==> config.mk <==
export PLATFORM = sky130hd
export DESIGN_NAME = ppe_ram
export DESIGN_NICKNAME = d
export VERILOG_FILES = /design/src/design/ppe_ram.sv
export SDC_FILE = /design/constraint.sdc
export NUM_CORES = 1
export LEC_CHECK = 0
export ABC_AREA = 1
export BUFFER_PORTS_ARGS = -buffer_cell sky130_fd_sc_hd__buf_2
export CAP_MARGIN = 30
export CELL_PAD_IN_SITES_DETAIL_PLACEMENT = 1
export CELL_PAD_IN_SITES_GLOBAL_PLACEMENT = 1
export CORE_MARGIN = 5
export CORE_UTILIZATION = 55
export DETAILED_ROUTE_END_ITERATION = 12
export PLACE_DENSITY_LB_ADDON = 0.2
export REMOVE_ABC_BUFFERS = 1
export SLEW_MARGIN = 30
export SYNTH_ARGS = -nofsm -noshare
export SYNTH_HDL_FRONTEND = slang
export SYNTH_SLANG_ARGS = --single-unit
==> constraint.sdc <==
create_clock -name clk -period 6.3 [get_ports clk]
set_input_delay 0.945 -clock clk [delete_from_list [all_inputs] [get_ports clk]]
set_output_delay 0.945 -clock clk [all_outputs]
set_load 0.05 [all_outputs]
==> src/design/ppe_ram.sv <==
// ----------------------------------------------------------------------------
// ppe_ram
// Generic single-write, single-read RAM with registered read data.
// ----------------------------------------------------------------------------
module ppe_ram #(
  parameter int WIDTH = 8,
  parameter int DEPTH = 64
) (
  input  logic                             clk,
  input  logic                             we,
  input  logic [(DEPTH>1?$clog2(DEPTH):1)-1:0] waddr,
  input  logic [WIDTH-1:0]                 wdata,
  input  logic [(DEPTH>1?$clog2(DEPTH):1)-1:0] raddr,
  output logic [WIDTH-1:0]                 rdata
);

  logic [WIDTH-1:0] mem [DEPTH];
  logic [WIDTH-1:0] rdata_r;

  always_ff @(posedge clk) begin
    if (we) begin
      mem[waddr] <= wdata;
    end
    rdata_r <= mem[raddr];
  end

  assign rdata = rdata_r;

endmodule

==> results of run 1 <==
==> area by class of cell <==
type | instances | area (µm²) | share of cell area, %
Multi-Input combinational cell | 1160 | 4950 | 21.3
Tap cell | 518 | 648 | 2.79
Inverter | 12 | 57.6 | 0.248
Timing Repair Buffer | 55 | 368 | 1.59
Clock inverter | 29 | 251 | 1.08
Antenna cell | 2 | 5.00 | 0.0216
Clock buffer | 66 | 1390 | 5.97
Sequential cell | 520 | 15500 | 67.0
==> how the worst max path moves through the flow <==
stage | startpoint | endpoint | slack (ns) | cells after the start
floorplan | raddr[1] | rdata[7]$_DFF_P_ | 2.84 | 8
global placement | raddr[0] | rdata[0]$_DFF_P_ | 2.39 | 11
detailed placement | raddr[1] | rdata[3]$_DFF_P_ | 2.56 | 10
CTS | raddr[0] | rdata[4]$_DFF_P_ | 3.12 | 11
global route | raddr[0] | rdata[4]$_DFF_P_ | 2.93 | 11
finish | raddr[0] | rdata[4]$_DFF_P_ | 3.08 | 11
==> metrics by stage <==
| step | utilization, % | setup slack, ns |
|---|---|---|
| final | 60.2 | 3.08 |
| after global placement | 55.9 | 2.39 |
| after floorplan | - | 2.84 |
| after detailed placement | 55.9 | 2.56 |
| after CTS | 60.1 | 3.12 |
| after global routing | 60.2 | 2.93 |
==> report_power, final <==
group	total, mW	leakage [nW]	internal, mW	switching [mW]
Sequential	3.84	4.67	3.83	0.0140
Combinational	0.476	2.83	0.102	0.373
Clock	3.04	0.804	1.75	1.30
==> per-layer routing <==
layer | GRT usage [%] | vias up | routed length [µm]
li1 | - | 6336 | -
met1 | 38.7 | 7244 | 24400
met2 | 47.4 | 576 | 29900
met3 | 4.75 | 129 | 4220
met4 | 10.6 | 0 | 2000
met5 | 0 | - | 0
==> Yosys cell counts <==
master	n	share of area (%)
buf_1	10	0.18
buf_2	37	0.87
nor2_1	56	0.99
edfxtp_1	512	72
inv_1	10	0.18
clkbuf_1	15	0.26
inv_6	1	0.041
buf_4	14	0.49
nand4_1	9	0.26
nand3_1	439	10
nor4_1	8	0.23
buf_8	2	0.14
dfxtp_1	8	0.75
buf_6	35	1.8
inv_2	1	0.018
nand2_1	648	11
==> cell usage in the layout (no fill, tap or decap), types with 12 or more instances in the layout <==
master	instances
clkbuf_16	53
nand2_1	648
clkbuf_1	12
edfxtp_1	512
clkinv_1	15
buf_2	27
nor2_1	55
buf_4	25
nand3_1	439
==> worst register-to-register path, stage by stage, from the launching register on <==
cell	delay, ns
edfxtp_1	0.39
nand2_1	0.10
nand3_1	0.11
nand3_1	0.12
nand2_1	0.11
nand2_1	0.13
nand3_1	0.24
nand3_1	0.17
nand2_1	0.07
==> flip-flops by register name, summed over array words and instances (netlist names) <==
signal  flops
mem       512
rdata       8
==> logic make-up (layout without fill, tap and decap cells) <==
family	after synthesis	after routing
flip-flops	520	520
AND/OR/NAND/NOR	1160	1160
other	0	2
buffers and inverters	125	162
==> report_table.html, run 1 <==
<table>
<tr><th>Metric</th><th>Value</th></tr>
<tr><th colspan="2">Outcome</th></tr>
<tr><td>Run status</td><td>completed</td></tr>
<tr><th colspan="2">Clock tree</th></tr>
<tr><td>Clock sink total</td><td>520</td></tr>
<tr><td>Post-cts resize count</td><td>0</td></tr>
<tr><td>Insertion delay of the later-clocked pin in the worst-skew pair</td><td>0.59 ns</td></tr>
<tr><td>Count of buffers added by post-CTS timing repair for setup</td><td>0</td></tr>
<tr><td>CTS tree</td><td>yes</td></tr>
<tr><td>Total clock buffers created by CTS</td><td>51</td></tr>
<tr><td>Max H-tree Level</td><td>2</td></tr>
<tr><td>Post-CTS Hold Buffers</td><td>0</td></tr>
<tr><td>Cell at the root of the clock tree</td><td>clkbuf_16</td></tr>
<tr><td>Maximum count of clock buffers along a single path</td><td>3</td></tr>
<tr><td>Clock input transition at the sequential cells of the worst setup and hold paths</td><td>0.06 ns</td></tr>
<tr><th colspan="2">STA</th></tr>
<tr><td>Slew Limit Fails</td><td>0</td></tr>
<tr><td># setup viols final</td><td>0</td></tr>
<tr><td>Fin crit period</td><td>3.22 ns</td></tr>
<tr><td>Slew margin rel.</td><td>32.5%</td></tr>
<tr><td>Clk_skew</td><td>0.0193 ns</td></tr>
<tr><td>Highest Clock Rate</td><td>311 MHz</td></tr>
<tr><td>Post-route worst hold slack</td><td>0.773 ns</td></tr>
<tr><td>Total count of hold-check failures in the final report</td><td>0</td></tr>
<tr><td>Measured slew at the worst slew-check pin</td><td>1.01 ns</td></tr>
<tr><td>Final period utilization</td><td>51.1%</td></tr>
<tr><td>Sum of negative setup slack</td><td>0 ns</td></tr>
<tr><td>Setup repair after global routing missed its margin</td><td>no</td></tr>
<tr><th colspan="2">Drt</th></tr>
<tr><td>Count of vias placed by the detailed router</td><td>14,300</td></tr>
<tr><td>Number of detailed-route iterations in the first pass</td><td>7</td></tr>
<tr><td>Total length of routed wires</td><td>60,600 µm</td></tr>
<tr><td>Remaining design rule violation count</td><td>0</td></tr>
<tr><td>Number of nets still failing antenna checks after routing</td><td>0</td></tr>
<tr><td>Count of routing violations after the opening detailed-route iteration</td><td>1,333</td></tr>
<tr><td>Wirelength per Cell</td><td>25.6 µm</td></tr>
<tr><td>Drt via density</td><td>6.05</td></tr>
<tr><th colspan="2">Setup path</th></tr>
<tr><td>Type of element capturing the critical path</td><td>register</td></tr>
<tr><td>CP peak stage delay</td><td>0.70 ns</td></tr>
<tr><td>Worst endpoint required time</td><td>6.82 ns</td></tr>
<tr><td>Beginning of the worst register-to-register path</td><td>mem[49][4]$_DFFE_PP_</td></tr>
<tr><td>Critical path arrival</td><td>3.74 ns</td></tr>
<tr><td>Worst Path Max Fanout</td><td>138</td></tr>
<tr><td>Worst flop-to-flop path endpoint</td><td>rdata[4]$_DFF_P_</td></tr>
<tr><td>Highest-delay cell along the critical path</td><td>inv_8</td></tr>
<tr><td>Number of cells traversed by the worst register-to-register path</td><td>8</td></tr>
<tr><td>Critical path class</td><td>in -&gt; reg</td></tr>
<tr><td>Kind of launch point of the worst setup path</td><td>input port</td></tr>
<tr><td>R2R setup slack</td><td>4.74 ns</td></tr>
<tr><td>Kind of cell with the highest combined delay on the critical path</td><td>buffers and inverters</td></tr>
<tr><td>CP Cell Sequence</td><td>clkbuf_8 &gt; inv_8 &gt; buf_12 &gt; nand2_1 &gt; nand3_1 &gt; nand3_1 &gt; nand2_1 &gt; nand2_1 &gt; nand3_1 &gt; nand3_1 &gt; nand2_1</td></tr>
<tr><td>WP buf/inv</td><td>3</td></tr>
<tr><th colspan="2">Synthesis</th></tr>
<tr><td>Synth Warn #</td><td>0</td></tr>
<tr><td>Gate count of the mapped netlist</td><td>1,805</td></tr>
<tr><td>Unique cell type count in the Yosys netlist</td><td>16</td></tr>
<tr><td>Sequential area share after synthesis</td><td>72.8%</td></tr>
<tr><td>Multiplexer area fraction after synthesis</td><td>0%</td></tr>
<tr><td>Xor and xnor area share after synthesis</td><td>0%</td></tr>
<tr><td>Flop and latch count out of synthesis</td><td>520</td></tr>
<tr><td>Simple-gate share of the synthesized area</td><td>23.2%</td></tr>
<tr><td>Share of the synthesized area in compound gates (AO/OA/AOI/OAI)</td><td>0%</td></tr>
<tr><td>Synthesized-area fraction occupied by adder cells</td><td>0%</td></tr>
<tr><td>Post-synthesis area per instance</td><td>11.8 µm²</td></tr>
<tr><td>Dominant combinational cell family by area after synthesis</td><td>simple AND/OR/NAND/NOR gates</td></tr>
<tr><td>Netlist Area Pre-Place</td><td>21,300 µm²</td></tr>
<tr><th colspan="2">Placement</th></tr>
<tr><td>Cell Count Post-Placement</td><td>2,265</td></tr>
<tr><td>Final HPWL DP</td><td>32,800 µm</td></tr>
<tr><td>Count of input and output buffers</td><td>29</td></tr>
<tr><td>Placed Instance Area</td><td>21,600 µm²</td></tr>
<tr><td>Placer congestion estimate</td><td>0.788</td></tr>
<tr><th colspan="2">Global route</th></tr>
<tr><td>Vias in the first global route</td><td>14,800</td></tr>
<tr><td>Largest net degree at the start of global routing</td><td>139</td></tr>
<tr><td>GR Util All Layers</td><td>28.6%</td></tr>
<tr><td>Aggregate global routing overflow</td><td>0</td></tr>
<tr><td>Global-route wire length before repair</td><td>91,600 µm</td></tr>
<tr><td>Initial antenna violation count</td><td>2</td></tr>
<tr><th colspan="2">Die</th></tr>
<tr><td>Floorplan die area</td><td>42,800 µm²</td></tr>
<tr><td>Die span in x</td><td>207 µm</td></tr>
<tr><td>Initial core utilization</td><td>55.3%</td></tr>
<tr><td>Die boundary height</td><td>207 µm</td></tr>
<tr><td>Num ports</td><td>30</td></tr>
<tr><td>Area of the core</td><td>38,600 µm²</td></tr>
<tr><td># rows</td><td>72</td></tr>
<tr><th colspan="2">Layout</th></tr>
<tr><td>Proportion of layout cells with a drive suffix above 1</td><td>6.89%</td></tr>
<tr><td>Post-route insts no fill</td><td>2,362</td></tr>
<tr><td>Cell area after layout</td><td>23,200 µm²</td></tr>
<tr><td>Number of nets in the layout</td><td>1,822</td></tr>
<tr><td>Filler Cells Inserted</td><td>3,916</td></tr>
<tr><td>Area Overhead vs Synth</td><td>8.71%</td></tr>
<tr><th colspan="2">Pwr</th></tr>
<tr><td>Cell Pwr Density</td><td>317 nW/µm²</td></tr>
<tr><td>Worst vdd ir</td><td>0.258 mV</td></tr>
<tr><td>Post-layout power</td><td>7.36 mW</td></tr>
<tr><td>Static Leak</td><td>8.31 nW</td></tr>
<tr><th colspan="2">Worst hold path</th></tr>
<tr><td>Number of cells traversed by the worst hold path</td><td>3</td></tr>
<tr><td>Hold Path End</td><td>rdata[1]$_DFF_P_</td></tr>
<tr><td>Hold_sp</td><td>raddr[5]</td></tr>
<tr><td>Worst hold path type</td><td>in -&gt; reg</td></tr>
<tr><th colspan="2">Flow run</th></tr>
<tr><td>Reported max-cap violation count</td><td>0</td></tr>
</table>
No activity file was read; power rests on OpenSTA's default activity.
==> run 2, diff against run 1 <==
Settings changed: CORE_UTILIZATION 55 to 46.
Clock period 6.3 ns to 2.8 ns, I/O delays scaled along.
==> run 2 against run 1 <==
  * Critical path depth unchanged
  * Clock-buffer cell count up 14
  * Largest cell class unchanged
  * Non-clock buffer count up 88
  * Combinational power up 140%
  * Largest power group unchanged
  * Routed wire length down 0.31%
  * Die area up 19%
  * Global-route usage down 4.9 points
  * Sequential cell count unchanged
==> report_table.html, run 2 (synthesis gave the netlist of run 1 again) <==
<table>
<tr><th>Metric</th><th>Value</th></tr>
<tr><th colspan="2">Die</th></tr>
<tr><td>Die boundary height</td><td>225 µm</td></tr>
<tr><td># rows</td><td>79</td></tr>
<tr><td>Area of the core</td><td>46,300 µm²</td></tr>
<tr><td>Initial core utilization</td><td>46.1%</td></tr>
<tr><td>Floorplan die area</td><td>50,800 µm²</td></tr>
<tr><td>Die span in x</td><td>225 µm</td></tr>
<tr><td>Num ports</td><td>30</td></tr>
<tr><th colspan="2">Drt</th></tr>
<tr><td>Top routing layer in use</td><td>met4</td></tr>
<tr><td>Routed metal-1 wire length</td><td>25,900 µm</td></tr>
<tr><td>Met2 Routed Length</td><td>29,500 µm</td></tr>
<tr><td>Routed wl met3</td><td>3390 µm</td></tr>
<tr><td>Number of nets still failing antenna checks after routing</td><td>0</td></tr>
<tr><td>Count of routing violations after the opening detailed-route iteration</td><td>1,045</td></tr>
<tr><td>Total length of routed wires</td><td>60,400 µm</td></tr>
<tr><td>Number of detailed-route iterations in the first pass</td><td>5</td></tr>
<tr><td>Wirelength per Cell</td><td>23.8 µm</td></tr>
<tr><td>Remaining design rule violation count</td><td>0</td></tr>
<tr><td>Drt via density</td><td>5.63</td></tr>
<tr><td>Count of vias placed by the detailed router</td><td>14,300</td></tr>
<tr><th colspan="2">STA</th></tr>
<tr><td>Clk_skew</td><td>0.0241 ns</td></tr>
<tr><td>Slew Limit Fails</td><td>0</td></tr>
<tr><td>Highest Clock Rate</td><td>538 MHz</td></tr>
<tr><td>Measured slew at the worst slew-check pin</td><td>0.836 ns</td></tr>
<tr><td>Slew margin rel.</td><td>44.2%</td></tr>
<tr><td>Final period utilization</td><td>66.4%</td></tr>
<tr><td>Fin crit period</td><td>1.86 ns</td></tr>
<tr><td>Setup repair after global routing missed its margin</td><td>no</td></tr>
<tr><td># setup viols final</td><td>0</td></tr>
<tr><td>Total count of hold-check failures in the final report</td><td>0</td></tr>
<tr><th colspan="2">Clock tree</th></tr>
<tr><td>Insertion delay of the later-clocked pin in the worst-skew pair</td><td>0.61 ns</td></tr>
<tr><td>Max H-tree Level</td><td>2</td></tr>
<tr><td>Post-CTS Hold Buffers</td><td>0</td></tr>
<tr><td>Maximum count of clock buffers along a single path</td><td>3</td></tr>
<tr><td>Clock sink total</td><td>520</td></tr>
<tr><td>CTS tree</td><td>yes</td></tr>
<tr><td>Clock input transition at the sequential cells of the worst setup and hold paths</td><td>0.06 ns</td></tr>
<tr><td>Cell at the root of the clock tree</td><td>clkbuf_16</td></tr>
<tr><td>Post-cts resize count</td><td>0</td></tr>
<tr><td>Total clock buffers created by CTS</td><td>53</td></tr>
<tr><td>Count of buffers added by post-CTS timing repair for setup</td><td>0</td></tr>
<tr><th colspan="2">Pwr</th></tr>
<tr><td>Worst vdd ir</td><td>0.600 mV</td></tr>
<tr><td>Static Leak</td><td>8.86 nW</td></tr>
<tr><td>Cell Pwr Density</td><td>691 nW/µm²</td></tr>
<tr><th colspan="2">Layout</th></tr>
<tr><td>Largest register FFs</td><td>512</td></tr>
<tr><td>Area of the multi-input gates</td><td>4950 µm²</td></tr>
<tr><td>Reg with most FFs</td><td>mem</td></tr>
<tr><td>Post-route insts no fill</td><td>2,542</td></tr>
<tr><td>Most frequent standard cell in the layout excluding fill and tap cells</td><td>nand2_1</td></tr>
<tr><td>Number of diodes added for antenna fixing</td><td>0</td></tr>
<tr><td>Final Core Density</td><td>52.4%</td></tr>
<tr><td>Filler Cells Inserted</td><td>4,821</td></tr>
<tr><td>Storage cell area</td><td>15,500 µm²</td></tr>
<tr><td>Number of nets in the layout</td><td>1,912</td></tr>
<tr><td>Area Overhead vs Synth</td><td>13.5%</td></tr>
<tr><td>Proportion of layout cells with a drive suffix above 1</td><td>11.1%</td></tr>
<tr><td>Commonest non-fill, non-tap cells in the layout</td><td>648 x nand2_1, 512 x edfxtp_1, 439 x nand3_1</td></tr>
<tr><th colspan="2">Global route</th></tr>
<tr><td>GR Util All Layers</td><td>23.8%</td></tr>
<tr><td>Initial antenna violation count</td><td>0</td></tr>
<tr><td>Aggregate global routing overflow</td><td>0</td></tr>
<tr><td>Vias in the first global route</td><td>15,000</td></tr>
<tr><td>Largest net degree at the start of global routing</td><td>81</td></tr>
<tr><td>Global-route wire length before repair</td><td>91,500 µm</td></tr>
<tr><th colspan="2">Outcome</th></tr>
<tr><td>Run status</td><td>completed</td></tr>
<tr><th colspan="2">Setup path</th></tr>
<tr><td>Critical path class</td><td>in -&gt; reg</td></tr>
<tr><td>Type of element capturing the critical path</td><td>register</td></tr>
<tr><td>Worst Path Max Fanout</td><td>36</td></tr>
<tr><td>Critical path arrival</td><td>2.40 ns</td></tr>
<tr><td>Worst endpoint required time</td><td>3.34 ns</td></tr>
<tr><td>Kind of launch point of the worst setup path</td><td>input port</td></tr>
<tr><th colspan="2">Flow run</th></tr>
<tr><td>Reported max-cap violation count</td><td>0</td></tr>
<tr><th colspan="2">Placement</th></tr>
<tr><td>Final HPWL DP</td><td>36,800 µm</td></tr>
<tr><td>Cell Count Post-Placement</td><td>2,441</td></tr>
<tr><td>Placer congestion estimate</td><td>0.868</td></tr>
<tr><td>Count of input and output buffers</td><td>29</td></tr>
<tr><th colspan="2">Worst hold path</th></tr>
<tr><td>Worst hold path type</td><td>in -&gt; reg</td></tr>
</table>
## run 2: cell count changes in the layout (fill, tap and decap cells not counted), sizes merged
cell / delta
clkinv: -9
inv: +1
diode: -2
bufinv: -1
buf: +88
clkbuf: +14
## run 2: critical path: stages
cell      delay (ns)
clkbuf_8        0.23
inv_8           0.27
buf_4           0.43
nand2_1         0.14
nand3_1         0.12
nand3_1         0.13
nand2_1         0.10
nand2_1         0.10
nand3_1         0.10
nand3_1         0.18
nand2_1         0.10
## run 2: metal layers
metal	track usage [%]	vias up
li1	-	6517
met1	32.5	7292
met2	39.8	404
met3	3.44	100
met4	7.40	0
met5	0	-
## run 2: path summary, 6_finish.rpt
path / endpoint / depth (start not counted) / slack, ns / from
max: rdata[5]$_DFF_P_ / 11 / 0.94 / raddr[0]
min: rdata[0]$_DFF_P_ / 3 / 0.15 / raddr[5]
max reg2reg: rdata[3]$_DFF_P_ / 8 / 1.31 / mem[38][3]$_DFFE_PP_
min reg2reg: rdata[5]$_DFF_P_ / 8 / 0.83 / mem[5][5]$_DFFE_PP_
## run 2: cell type report
type                    instances  area share [%]
clock buffers                  80            6.15
clock inverters                20           0.811
inverters                      12           0.227
multi-input cells            1160            20.4
flip-flops and latches        520            64.1
well taps                     607            3.13
repair buffers                143            5.14
## run 2: stage by stage
stage	power, mW	hold WS [ns]	setup slack, ns	setup TNS [ns]	cell area [µm²]
after floorplan	9.28	0.519	-0.137	-1.03	20500
after global placement	9.91	0.776	0.398	0	22500
after detailed placement	9.94	0.778	0.374	0	22500
after CTS	16.9	0.124	0.956	0	24200
after global routing	17.3	0.167	0.895	0	24200
final	16.7	0.149	0.940	0	24200
## run 2: report_power, final
group / switching, mW / leakage, nW / total (mW) / internal, mW
Combinational: 0.847 / 3.37 / 1.14 / 0.291
Sequential: 0.0323 / 4.67 / 8.65 / 8.61
Clock: 2.92 / 0.818 / 6.95 / 4.03
Total: 3.80 / 8.86 / 16.7 / 12.9
